$ cat src/sas_pkg.sv
// ----------------------------------------------------------------------------
// sas_pkg
// shared types, codes and table field helpers for the sprite animation sequencer
// ----------------------------------------------------------------------------
package sas_pkg;

  localparam int MaxNodes   = 8;
  localparam int NodeW      = 3;
  localparam int FrameW     = 6;
  localparam int FtimeW     = 8;
  localparam int ElapsedW   = 10;
  localparam int StepW      = 8;
  localparam int OpW        = 2;
  localparam int CfgIdxW    = 2;
  localparam int CfgDataW   = 64;
  localparam int FcountTblW = MaxNodes * FrameW;
  localparam int FtimeTblW  = MaxNodes * FtimeW;
  localparam int NextTblW   = MaxNodes * NodeW;

  // operation codes
  localparam logic [OpW-1:0] OP_TICK = 2'd0;
  localparam logic [OpW-1:0] OP_MARK = 2'd1;
  localparam logic [OpW-1:0] OP_FLIP = 2'd2;

  // configuration register indexes
  localparam logic [CfgIdxW-1:0] REG_FRAME_COUNT = 2'd0;
  localparam logic [CfgIdxW-1:0] REG_FRAME_TIME  = 2'd1;
  localparam logic [CfgIdxW-1:0] REG_REVERSE     = 2'd2;
  localparam logic [CfgIdxW-1:0] REG_NEXT_STATE  = 2'd3;

  // each node loops back to itself after reset
  localparam logic [NextTblW-1:0] NextTblReset = 24'd16434824;

  typedef struct packed {
    logic [OpW-1:0]   operation;
    logic [StepW-1:0] elapsed_step;
    logic             flip_value;
  } in_word_t;

  typedef struct packed {
    logic [NodeW-1:0]  node_id;
    logic [FrameW-1:0] frame_index;
    logic              just_finished;
    logic              flipped;
  } out_word_t;

  typedef struct packed {
    logic [FcountTblW-1:0] frame_count_table;
    logic [FtimeTblW-1:0]  frame_time_table;
    logic [MaxNodes-1:0]   reverse_mask;
    logic [NextTblW-1:0]   next_state_table;
  } cfg_t;

  function automatic logic [FrameW-1:0] cnt_of(input cfg_t c, input logic [NodeW-1:0] n);
    return c.frame_count_table[FrameW*n +: FrameW];
  endfunction

  function automatic logic [FtimeW-1:0] ftime_of(input cfg_t c, input logic [NodeW-1:0] n);
    return c.frame_time_table[FtimeW*n +: FtimeW];
  endfunction

  function automatic logic rev_of(input cfg_t c, input logic [NodeW-1:0] n);
    return c.reverse_mask[n];
  endfunction

  function automatic logic [NodeW-1:0] next_of(input cfg_t c, input logic [NodeW-1:0] n);
    return c.next_state_table[NodeW*n +: NodeW];
  endfunction

endpackage

$ cat src/sas_cfg_regs.sv
// ----------------------------------------------------------------------------
// sas_cfg_regs
// configuration register file, written through a plain indexed write port
// ----------------------------------------------------------------------------
module sas_cfg_regs (
  input  logic                          clk,
  input  logic                          rst_n,
  input  logic                          cfg_wr_en,
  input  logic [sas_pkg::CfgIdxW-1:0]   cfg_index,
  input  logic [sas_pkg::CfgDataW-1:0]  cfg_wdata,
  output sas_pkg::cfg_t                 cfg
);
  import sas_pkg::*;

  cfg_t cfg_r;

  always_ff @(posedge clk) begin
    if (!rst_n) begin
      cfg_r.frame_count_table <= '0;
      cfg_r.frame_time_table  <= '0;
      cfg_r.reverse_mask      <= '0;
      cfg_r.next_state_table  <= NextTblReset;
    end else if (cfg_wr_en) begin
      case (cfg_index)
        REG_FRAME_COUNT: cfg_r.frame_count_table <= cfg_wdata[FcountTblW-1:0];
        REG_FRAME_TIME:  cfg_r.frame_time_table  <= cfg_wdata[FtimeTblW-1:0];
        REG_REVERSE:     cfg_r.reverse_mask      <= cfg_wdata[MaxNodes-1:0];
        REG_NEXT_STATE:  cfg_r.next_state_table  <= cfg_wdata[NextTblW-1:0];
        default: ;
      endcase
    end
  end

  assign cfg = cfg_r;

endmodule

$ cat src/sas_core.sv
// ----------------------------------------------------------------------------
// sas_core
// animation state registers and the single-pass update for one input word
// ----------------------------------------------------------------------------
module sas_core #(
  parameter int NUM_NODES = sas_pkg::MaxNodes
) (
  input  logic                clk,
  input  logic                rst_n,
  input  logic                step_en,
  input  sas_pkg::in_word_t   in_word,
  input  sas_pkg::cfg_t       cfg,
  output sas_pkg::out_word_t  result
);
  import sas_pkg::*;

  localparam int NodeIw = (NUM_NODES > 1) ? $clog2(NUM_NODES) : 1;

  // the current node's frame lives in frame_r, the store keeps the others
  logic [FrameW-1:0]   store_r [NUM_NODES];
  logic [NodeW-1:0]    node_r, node_nxt;
  logic [FrameW-1:0]   frame_r, frame_nxt;
  logic [ElapsedW-1:0] elapsed_r, elapsed_nxt;
  logic                shown_r, shown_nxt;
  logic                flip_r, flip_nxt;
  logic                fin_r, fin_nxt;

  logic                store_we;
  logic [FrameW-1:0]   store_wval;

  logic [ElapsedW:0]   sum;
  logic [ElapsedW-1:0] t_sat;
  logic [FtimeW-1:0]   ftime;
  logic [FrameW-1:0]   cnt;
  logic                rev;
  logic [NodeW-1:0]    nx_raw, nx;
  logic [FrameW-1:0]   rst_frame;
  logic [FrameW-1:0]   fr;
  logic [ElapsedW-1:0] e;
  logic                done;

  always_comb begin
    sum       = {1'b0, elapsed_r} + (ElapsedW+1)'(in_word.elapsed_step);
    t_sat     = sum[ElapsedW] ? {ElapsedW{1'b1}} : sum[ElapsedW-1:0];
    ftime     = ftime_of(cfg, node_r);
    cnt       = cnt_of(cfg, node_r);
    rev       = rev_of(cfg, node_r);
    nx_raw    = next_of(cfg, node_r);
    nx        = ({1'b0, nx_raw} >= (NodeW+1)'(NUM_NODES)) ? node_r : nx_raw;
    rst_frame = rev ? cnt : '0;

    node_nxt    = node_r;
    frame_nxt   = frame_r;
    elapsed_nxt = elapsed_r;
    shown_nxt   = shown_r;
    flip_nxt    = flip_r;
    fin_nxt     = fin_r;
    store_we    = 1'b0;
    store_wval  = rst_frame;
    fr          = frame_r;
    e           = elapsed_r;
    done        = 1'b0;

    case (in_word.operation)
      OP_TICK: begin
        if (shown_r) begin
          e = t_sat;
          if (t_sat > ElapsedW'(ftime)) begin
            if (rev) begin
              if (frame_r == '0) begin
                done = 1'b1;
              end else begin
                fr = frame_r - FrameW'(1);
                e  = '0;
              end
            end else if (frame_r == cnt) begin
              done = 1'b1;
            end else begin
              // keep the remainder on a forward step
              fr = frame_r + FrameW'(1);
              e  = t_sat - ElapsedW'(ftime);
            end
          end
        end
        if (done) begin
          store_we    = 1'b1;
          node_nxt    = nx;
          frame_nxt   = (nx == node_r) ? rst_frame : store_r[nx[NodeIw-1:0]];
          elapsed_nxt = '0;
          shown_nxt   = 1'b0;
          fin_nxt     = 1'b1;
        end else begin
          frame_nxt   = fr;
          elapsed_nxt = e;
          fin_nxt     = 1'b0;
        end
      end
      OP_MARK: shown_nxt = 1'b1;
      OP_FLIP: flip_nxt  = in_word.flip_value;
      default: ;
    endcase
  end

  always_ff @(posedge clk) begin
    if (!rst_n) begin
      node_r    <= '0;
      frame_r   <= '0;
      elapsed_r <= '0;
      shown_r   <= 1'b1;
      flip_r    <= 1'b0;
      fin_r     <= 1'b0;
      for (int i = 0; i < NUM_NODES; i++) begin
        store_r[i] <= '0;
      end
    end else if (step_en) begin
      node_r    <= node_nxt;
      frame_r   <= frame_nxt;
      elapsed_r <= elapsed_nxt;
      shown_r   <= shown_nxt;
      flip_r    <= flip_nxt;
      fin_r     <= fin_nxt;
      if (store_we) begin
        store_r[node_r[NodeIw-1:0]] <= store_wval;
      end
    end
  end

  always_comb begin
    result.node_id       = node_nxt;
    result.frame_index   = frame_nxt;
    result.just_finished = fin_nxt;
    result.flipped       = flip_nxt;
  end

endmodule

$ cat src/sas_out_stage.sv
// ----------------------------------------------------------------------------
// sas_out_stage
// result register with valid/stall handshake, loads while the old word leaves
// ----------------------------------------------------------------------------
module sas_out_stage (
  input  logic                clk,
  input  logic                rst_n,
  input  logic                load,
  input  sas_pkg::out_word_t  load_word,
  output logic                can_load,
  output logic                out_valid,
  input  logic                out_stall,
  output sas_pkg::out_word_t  out_data
);
  import sas_pkg::*;

  logic      valid_r, valid_nxt;
  out_word_t data_r;

  assign can_load  = !valid_r || !out_stall;
  assign valid_nxt = load || (valid_r && out_stall);

  always_ff @(posedge clk) begin
    if (!rst_n) begin
      valid_r <= 1'b0;
    end else begin
      valid_r <= valid_nxt;
    end
  end

  always_ff @(posedge clk) begin
    if (load) begin
      data_r <= load_word;
    end
  end

  assign out_valid = valid_r;
  assign out_data  = data_r;

endmodule

$ cat src/sprite_animation_sequencer.sv
// the result word of an accepted input word is registered and valid in the next cycle
// throughput: one word per cycle while out_stall is low, set by the single state update pass
// in_stall rises only while a result word is held by out_stall
// reset (synchronous, rst_n low): node 0, all frames 0, time 0, shown, no flip
// configuration resets to zero tables and self-looping next nodes
// ----------------------------------------------------------------------------
// sprite_animation_sequencer
// steps an animation node graph on tick, rendered mark and flip words
// ----------------------------------------------------------------------------
module sprite_animation_sequencer #(
  parameter int NUM_NODES = sas_pkg::MaxNodes
) (
  input  logic                          clk,
  input  logic                          rst_n,
  // input word channel
  input  logic                          in_valid,
  output logic                          in_stall,
  input  sas_pkg::in_word_t             in_data,
  // result word channel
  output logic                          out_valid,
  input  logic                          out_stall,
  output sas_pkg::out_word_t            out_data,
  // configuration write port
  input  logic                          cfg_wr_en,
  input  logic [sas_pkg::CfgIdxW-1:0]   cfg_index,
  input  logic [sas_pkg::CfgDataW-1:0]  cfg_wdata
);
  import sas_pkg::*;

  cfg_t      cfg;
  out_word_t result;
  logic      can_load;
  logic      accept;

  // a word is taken whenever the result register is empty or being drained
  assign in_stall = !can_load;
  assign accept   = in_valid && can_load;

  // per-node tables: frame counts, frame times, reverse bits, next nodes
  sas_cfg_regs u_cfg (
    .clk       (clk),
    .rst_n     (rst_n),
    .cfg_wr_en (cfg_wr_en),
    .cfg_index (cfg_index),
    .cfg_wdata (cfg_wdata),
    .cfg       (cfg)
  );

  // state update: time accumulation, frame stepping and node hand-over
  sas_core #(
    .NUM_NODES (NUM_NODES)
  ) u_core (
    .clk     (clk),
    .rst_n   (rst_n),
    .step_en (accept),
    .in_word (in_data),
    .cfg     (cfg),
    .result  (result)
  );

  // result register parts the two channels
  sas_out_stage u_out (
    .clk       (clk),
    .rst_n     (rst_n),
    .load      (accept),
    .load_word (result),
    .can_load  (can_load),
    .out_valid (out_valid),
    .out_stall (out_stall),
    .out_data  (out_data)
  );

endmodule
$ cat config.mk
export PLATFORM = sky130hd
export DESIGN_NAME = sprite_animation_sequencer
export DESIGN_NICKNAME = d
export VERILOG_FILES = /design/src/sas_pkg.sv /design/src/sas_cfg_regs.sv /design/src/sas_core.sv /design/src/sas_out_stage.sv /design/src/sprite_animation_sequencer.sv
export SDC_FILE = /design/constraint.sdc
export NUM_CORES = 1
export LEC_CHECK = 0
export ABC_AREA = 1
export ABC_CLOCK_PERIOD_IN_PS = 13400
export BUFFER_PORTS_ARGS = -buffer_cell sky130_fd_sc_hd__buf_2
export CORE_MARGIN = 3
export CORE_UTILIZATION = 30
export DETAILED_ROUTE_END_ITERATION = 6
export GPL_ROUTABILITY_DRIVEN = 0
export REMOVE_ABC_BUFFERS = 1
export SYNTH_ARGS = -nofsm -noshare
export SYNTH_HDL_FRONTEND = slang
export SYNTH_HIERARCHICAL = 1
export SYNTH_SLANG_ARGS = --single-unit
$ cat constraint.sdc
create_clock -name clk -period 13.4 [get_ports clk]
set_input_delay 2.68 -clock clk [delete_from_list [all_inputs] [get_ports clk]]
set_output_delay 2.68 -clock clk [all_outputs]
set_load 0.02 [all_outputs]
==> results.md, run 1 <==
- DIE HEIGHT: 211 um
- CTS tree: built
- Routed wire length: 38,000 um
- Synth top area share: 26.6%
- WP data arrival: 7000 ps
- Io pins: 95
- Dpl cell area: 13,300 um^2
- Critical-path maximum fanout: 10
- Number of DRC markers in iteration 0: 858
- Synth Instances: 1,895
- Share of post-route cells with drive strength above 1: 9.55%
- GRT overflow: 0
- F_max: 148 MHz
- Fin crit share: 50.5%
- Vias in the first global route: 10,800
- Hold Crit Class: reg -> reg
- Pwr dens: 124 nW/um^2
- HP Start: u_core/fin_r
- Largest net degree at the start of global routing: 107
- Setup violations, final: 0
- Final core occ: 34.6%
- Setup TNS: 0 ps
- Initial antenna violation count: 4
- Seq/Total Area, Yosys: 40.6%
- Dpl hpwl: 26,200 um
- Row count: 74
- RSZ-0062 raised after global routing: no
- Ranking of synthesized cells by area: dfxtp_1 27%, nand2_1 17%, edfxtp_1 14%
- Final hold vios: 0
- YS warnings: 6
- Final Non-Filler Cells: 2,493
- Core area: 41,100 um^2
- Fill cells: 4,533
- Sink Count: 226
- R2r endpoint: u_core/store_r[5][5]
- Slew Limit Fails: 0
- Post-route setup slack: 6630 ps
- Slew margin rel.: 30.0%
- Clock latency on the worst-skew pair: 560 ps
- Hold Worst Slack: 467 ps
- Slew at the pin closest to its max-slew limit: 1050 ps
- Yosys reg bits: 226
- CTS buffer count: 26
- DRT Pass-1 Iters: 6
- Starting Density: 30.6%
- Place WS: 6080 ps
- # DRC: 0
- First-pass GRT wire length: 59,500 um
- Area of the mapped netlist: 12,600 um^2
- Die ar.: 44,500 um^2
- Wire per inst: 15.2 um
- Total number of vias: 11,700
- Maximum clock insertion buffer count: 3
- Worst vdd ir: 0.0859 mV
- Crit path kind: in -> reg
- Worst hold path cell count: 2
- Ys async rst share: 0%
- Finished Cell Area: 14,200 um^2
- Nature of the critical path startpoint: input port
- R2R Path Start: u_core/node_r[1]
- Netlist cell types: 46
- Clk pin slew, worst setup/hold paths: 60 ps
- Clk root buf: clkbuf_16
- Pleak: 7.03 nW
- Maxcap violations: 0
- DR vias/cell: 4.71
- Worst Hold End: u_core/fin_r
- R2R cell count: 22
- Post-CTS Setup Bufs: 0
- Post-synth EDFFs: 59
- Hold buffers post-CTS: 0
- Critical Path RT: 13,640 ps
- Yosys top cell by area: dfxtp_1
- Most used DFF post-synth: dfxtp_1
- Gr usage total: 16.7%
- IO buf count: 94
- Placed cells: 2,444
- Post-Syn Area per Cell: 6.64 um^2
- Post_cts resized: 0
- Total power: 1.76 mW
- Clk_skew: 15.6 ps
- Die Wd: 211 um
- Critical Path Sink Type: register
- Antenna-violating nets left: 0
- R2R Setup Slk: 7500 ps
- Nets: 2,042
- Area growth syn-to-layout: 12.8%
- Outcome: finished, final reports clean
- Final Critical Period: 6770 ps
- CTS H-tree depth: 1
-- layer usage --
| layer | GRT usage (%) | vias to the layer above | part of all wire, % |
|---|---|---|---|
| met5 | 0 | - | 0.061 |
| met4 | 5.52 | 4 | 3.1 |
| met3 | 3.28 | 81 | 7.7 |
| met2 | 26.4 | 393 | 44 |
| met1 | 23.0 | 5293 | 45 |
| li1 | - | 5969 | - |
-- cell usage after synthesis (2+ instances only) --
library cell,number
clkbuf_1,26
o21bai_1,3
nor2_2,4
or2_2,6
o22ai_1,9
nand2_1,580
nand2_2,2
a221oi_1,7
a22oi_1,8
buf_1,7
o21ai_0,25
buf_6,7
o211ai_1,15
buf_2,34
nand3b_1,6
inv_2,5
edfxtp_1,59
fa_1,2
nand2_4,9
nand3_2,2
dfxtp_1,167
xor2_1,12
nor2_8,2
ha_1,18
clkinv_1,4
xnor2_1,4
o21ai_1,6
a21oi_1,85
nor3_1,9
a31oi_1,2
o311ai_0,2
buf_4,16
nor2_1,323
inv_1,259
nand4_1,15
nand3_1,139
a22o_1,7
-- layout make-up --
type                            instances  area (um^2)  area share (%)
Tap cell                              532          666            4.69
Clock buffer                           33          717            5.05
Clock inverter                         14          136           0.960
Sequential cell                       226         5110            36.0
Inverter                              269         1010            7.13
Antenna cell                            2         5.00          0.0352
Multi-Input combinational cell       1310         5980            42.1
Timing Repair Buffer                  107          573            4.03
-- critical path, cell delays in order --
cell and delay (ps):
buf_2 100, ha_1 250, fa_1 400, nand2_1 110
o21ai_2 80, nand2_1 90, nand2_1 70, nand2_1 80
inv_1 120, a21oi_1 210, inv_1 70, ha_1 370
nand2_1 70, inv_1 70, nand2_1 50, nand2_1 110
nand2_1 80, nand3_1 130, nand2_1 70, nand3_1 60
nor2_1 60, nor2_1 400, nand3_4 250, nor2_8 210
nand2_4 100, nor2_8 330, nand2_4 120, nand2_1 250
-- registers in the layout, summed over array words and instances (netlist names) --
signal,flops
u_cfg/cfg,144
u_core/elapsed_r,10
u_core/fin_r,1
u_core/flip_r,1
u_core/frame_r,6
u_core/node_r,3
u_core/shown_r,1
u_core/store_r,48
u_out/out_data,11
u_out/out_valid,1
-- cells by family (layout without fill, tap and decap cells) --
group           count (synthesis)  in the layout  synth area share [%]
buf+inv                       359            423                  12.0
other cells                     0              2                     0
simple gates                 1100           1100                  36.1
xor+xnor                       16             16                  1.11
compound gates                174            174                  8.14
fa+ha+maj                      20             20                  2.11
flops                         226            226                  40.6
-- report_power, final --
part,switching [mW],total [mW],internal [mW]
registers,0.0192,0.755,0.736
clock network,0.307,0.710,0.403
logic,0.199,0.299,0.0999
total,0.525,1.76,1.24
-- layout by cell type, fill, tap and decap left out, drive strengths merged, types with 3 or more instances in the layout --
cell type | synthesis | layout
a21oi | 86 | 86
a221oi | 7 | 7
a22o | 7 | 7
a22oi | 8 | 8
buf | 64 | 107
clkbuf | 26 | 33
clkinv | 4 | 12
dfxtp | 167 | 167
edfxtp | 59 | 59
ha | 18 | 18
inv | 265 | 268
nand2 | 591 | 591
nand3 | 142 | 142
nand3b | 6 | 6
nand4 | 15 | 15
nor2 | 330 | 330
nor3 | 9 | 9
o211ai | 15 | 15
o21ai | 32 | 32
o21bai | 3 | 3
o22ai | 9 | 9
or2 | 6 | 6
xnor2 | 4 | 4
xor2 | 12 | 12
-- how the worst max path moves through the flow --
stage                                      end  cells past startpoint  slack, ps  startpoint
after floorplan           u_core/store_r[4][0]                     25       6830  in_data[1]
after global placement    u_core/store_r[5][0]                     26       6270  in_data[1]
after detailed placement  u_core/store_r[5][2]                     28       6080  in_data[1]
after CTS                 u_core/store_r[5][5]                     28       6670  in_data[1]
after global routing      u_core/store_r[5][1]                     26       6150  in_data[1]
final                     u_core/store_r[5][5]                     28       6630  in_data[1]
Power figures use the tool's default switching activity.
==> run 2, diff against run 1 <==
--- a/config.mk
+++ b/config.mk
@@ -6,7 +6,7 @@
 export NUM_CORES = 1
 export LEC_CHECK = 0
 export ABC_AREA = 1
-export ABC_CLOCK_PERIOD_IN_PS = 13400
+export ABC_CLOCK_PERIOD_IN_PS = 6310
 export BUFFER_PORTS_ARGS = -buffer_cell sky130_fd_sc_hd__buf_2
 export CORE_MARGIN = 3
 export CORE_UTILIZATION = 30
==> constraint.sdc (replaced) <==
create_clock -name clk -period 6.31 [get_ports clk]
set_input_delay 1.262 -clock clk [delete_from_list [all_inputs] [get_ports clk]]
set_output_delay 1.262 -clock clk [all_outputs]
set_load 0.02 [all_outputs]
==> run 2 against run 1 <==
  * Global-route usage rose by 0.10 points
  * Via count increased by 0.35%
  * Utilization about the same
  * Worst hold slack worse by 8.2 ps
  * Wire length is 0.46% higher
  * Non-clock buffer count increased by 11
  * First-iteration DRC count increased by 10%
  * Total power grew 110%
  * Worst setup slack worse by 5500 ps
  * Critical path type is now reg -> reg
  * Highest routed layer unchanged
==> results.md, run 2 (synthesis gave the netlist of run 1 again) <==
- Outcome: finished, final reports clean
- R2R Setup Slk: 1100 ps (-6400 ps)
- WP data arrival: 5430 ps (-1570 ps)
- Placed cells: 2,455 (+0.45%)
- Slew Limit Fails: 0 (unchanged)
- Critical Path Sink Type: register
- Most common cell after layout, fill and taps aside: nand2_1
- Starting Density: 30.6% (unchanged)
- Die ar.: 44,500 um^2 (unchanged)
- Sink Count: 226 (unchanged)
- Antenna-violating nets left: 0 (unchanged)
- Pwr dens: 258 nW/um^2 (+110%)
- Post-route setup slack: 1100 ps (-5530 ps)
- Post_cts resized: 0 (unchanged)
- Post-CTS Setup Bufs: 0 (unchanged)
- Slew at the pin closest to its max-slew limit: 870 ps (-180 ps)
- Worst vdd ir: 0.180 mV (+110%)
- Setup violations, final: 0 (unchanged)
- GRT overflow: 0 (unchanged)
- R2R Path Start: u_core/node_r[2]
- HP Start: u_core/fin_r
- CTS tree: built
- Gr usage total: 16.8% (+0.10 points)
- CP Cell Sequence: inv_1 > buf_4 > nand2_1 > nor2_1 > buf_4 > a22oi_1 > nand4_1 > inv_1 > ha_1 > inv_1 > nor3_1 > nand2_1 > nand3_1 > nand2_1 > nand3_1 > nor2_1 > nor2_1 > buf_4 > nand3_4 > nor2_8 > nand2_4 > nor2_8 > nand2_4 > nand2_1
- DIE HEIGHT: 211 um (unchanged)
- Row count: 74 (unchanged)
- Largest net degree at the start of global routing: 81 (-24%)
- Maximum clock insertion buffer count: 3 (unchanged)
- IO buf count: 94 (unchanged)
- CTS buffer count: 26 (unchanged)
- Largest stage delay, worst path: 670 ps (+270 ps)
- Critical Path RT: 6530 ps (-7110 ps)
- Vias in the first global route: 10,800 (-0.50%)
- Clk_skew: 39.3 ps (+23.7 ps)
- Nets: 2,053 (+0.54%)
- Slew margin rel.: 41.9% (+12 points)
- Hold buffers post-CTS: 0 (unchanged)
- Maxcap violations: 0 (unchanged)
- RSZ-0062 raised after global routing: no
- Clk pin slew, worst setup/hold paths: 50 ps (about the same)
- Total number of vias: 11,800 (+0.35%)
- Hold Crit Class: reg -> reg
- F_max: 192 MHz
- Place WS: 631 ps (-5450 ps)
- Routed wire length: 38,200 um (+0.46%)
- Die Wd: 211 um (unchanged)
- Core area: 41,100 um^2 (unchanged)
- DRT Pass-1 Iters: 5 (-1)
- Crit path launch: u_core/node_r[2]
- Critical-path maximum fanout: 11 (+1)
- Clock latency on the worst-skew pair: 570 ps (about the same)
- Initial antenna violation count: 6 (+2)
- Final core occ: 34.6% (+0.040 points)
- Sequential cell area: 5110 um^2 (unchanged)
- Area growth syn-to-layout: 12.9%
- First-pass GRT wire length: 59,500 um (about the same)
- Slowest-stage cell, CP: nor2_1
- Clk root buf: clkbuf_16
- Final Critical Period: 5210 ps
- DR vias/cell: 4.70 (about the same)
- Crit path kind: reg -> reg
- Final hold vios: 0 (unchanged)
- Share of post-route cells with drive strength above 1: 9.54% (about the same)
- Fin crit share: 82.5%
- Max reg flops: 144 (unchanged)
- Number of DRC markers in iteration 0: 948 (+10%)
- Final Non-Filler Cells: 2,504 (+0.44%)
- Pleak: 7.05 nW (+0.27%)
- Critical path's most frequent cell: nand2_1
- Setup TNS: 0 ps (unchanged)
- Io pins: 95 (unchanged)
- Wire per inst: 15.2 um (about the same)
- Nature of the critical path startpoint: register
- Fill cells: 4,465 (-1.5%)
- Most frequent cells in the layout: 580 x nand2_1, 323 x nor2_1, 259 x inv_1, 167 x dfxtp_1, 139 x nand3_1
- # DRC: 0 (unchanged)
- CTS H-tree depth: 1 (unchanged)
- Area of the multi-input gates: 5980 um^2 (about the same)
- Dpl hpwl: 26,800 um (+2.2%)
## run 2: worst paths after layout
kind	to	cells after the start
setup / recovery	u_core/store_r[1][5]	24
hold / removal	u_core/fin_r	2
hold reg to reg	u_core/fin_r	2
setup reg to reg	u_core/store_r[1][5]	24
## run 2: through the flow
stage / area [um^2] / hold slack (ps) / power [mW]
after floorplan: 12100 / 427 / 2.06
after CTS: 14200 / 460 / 3.70
after global routing: 14200 / 464 / 3.85
after detailed placement: 13400 / 450 / 2.26
final: 14200 / 459 / 3.67
after global placement: 13400 / 451 / 2.26
## run 2: layout make-up
type,instances,area share [%]
clock inverters,15,0.809
well taps,532,4.68
inverters,269,7.12
diodes,1,0.0176
flip-flops and latches,226,36.0
multi-input cells,1310,42.0
repair buffers,118,4.61
clock buffers,33,4.76
## run 2: metal layers
| layer | routed length [um] | GRT usage [%] | share of wire, % | vias to the layer above |
|---|---|---|---|---|
| li1 | - | - | - | 6010 |
| met1 | 17300 | 23.3 | 45 | 5299 |
| met2 | 16900 | 26.8 | 44 | 387 |
| met3 | 2760 | 3.07 | 7.2 | 77 |
| met4 | 1130 | 4.97 | 3.0 | 8 |
| met5 | 40 | 0 | 0.10 | - |
## run 2: where the power goes
| part | internal [mW] | total [mW] | leakage [nW] | switching (mW) |
|---|---|---|---|---|
| clock network | 0.802 | 1.43 | 0.381 | 0.628 |
| registers | 1.56 | 1.60 | 1.97 | 0.0417 |
| logic | 0.215 | 0.634 | 4.69 | 0.419 |
## run 2: worst max-delay path, delay by kind of cell (launching register included)
kind | cells | cell delay [ps]
buf+inv | 6 | 930
compound gates | 1 | 90
fa+ha+maj | 1 | 300
flops | 1 | 500
simple gates | 16 | 3030
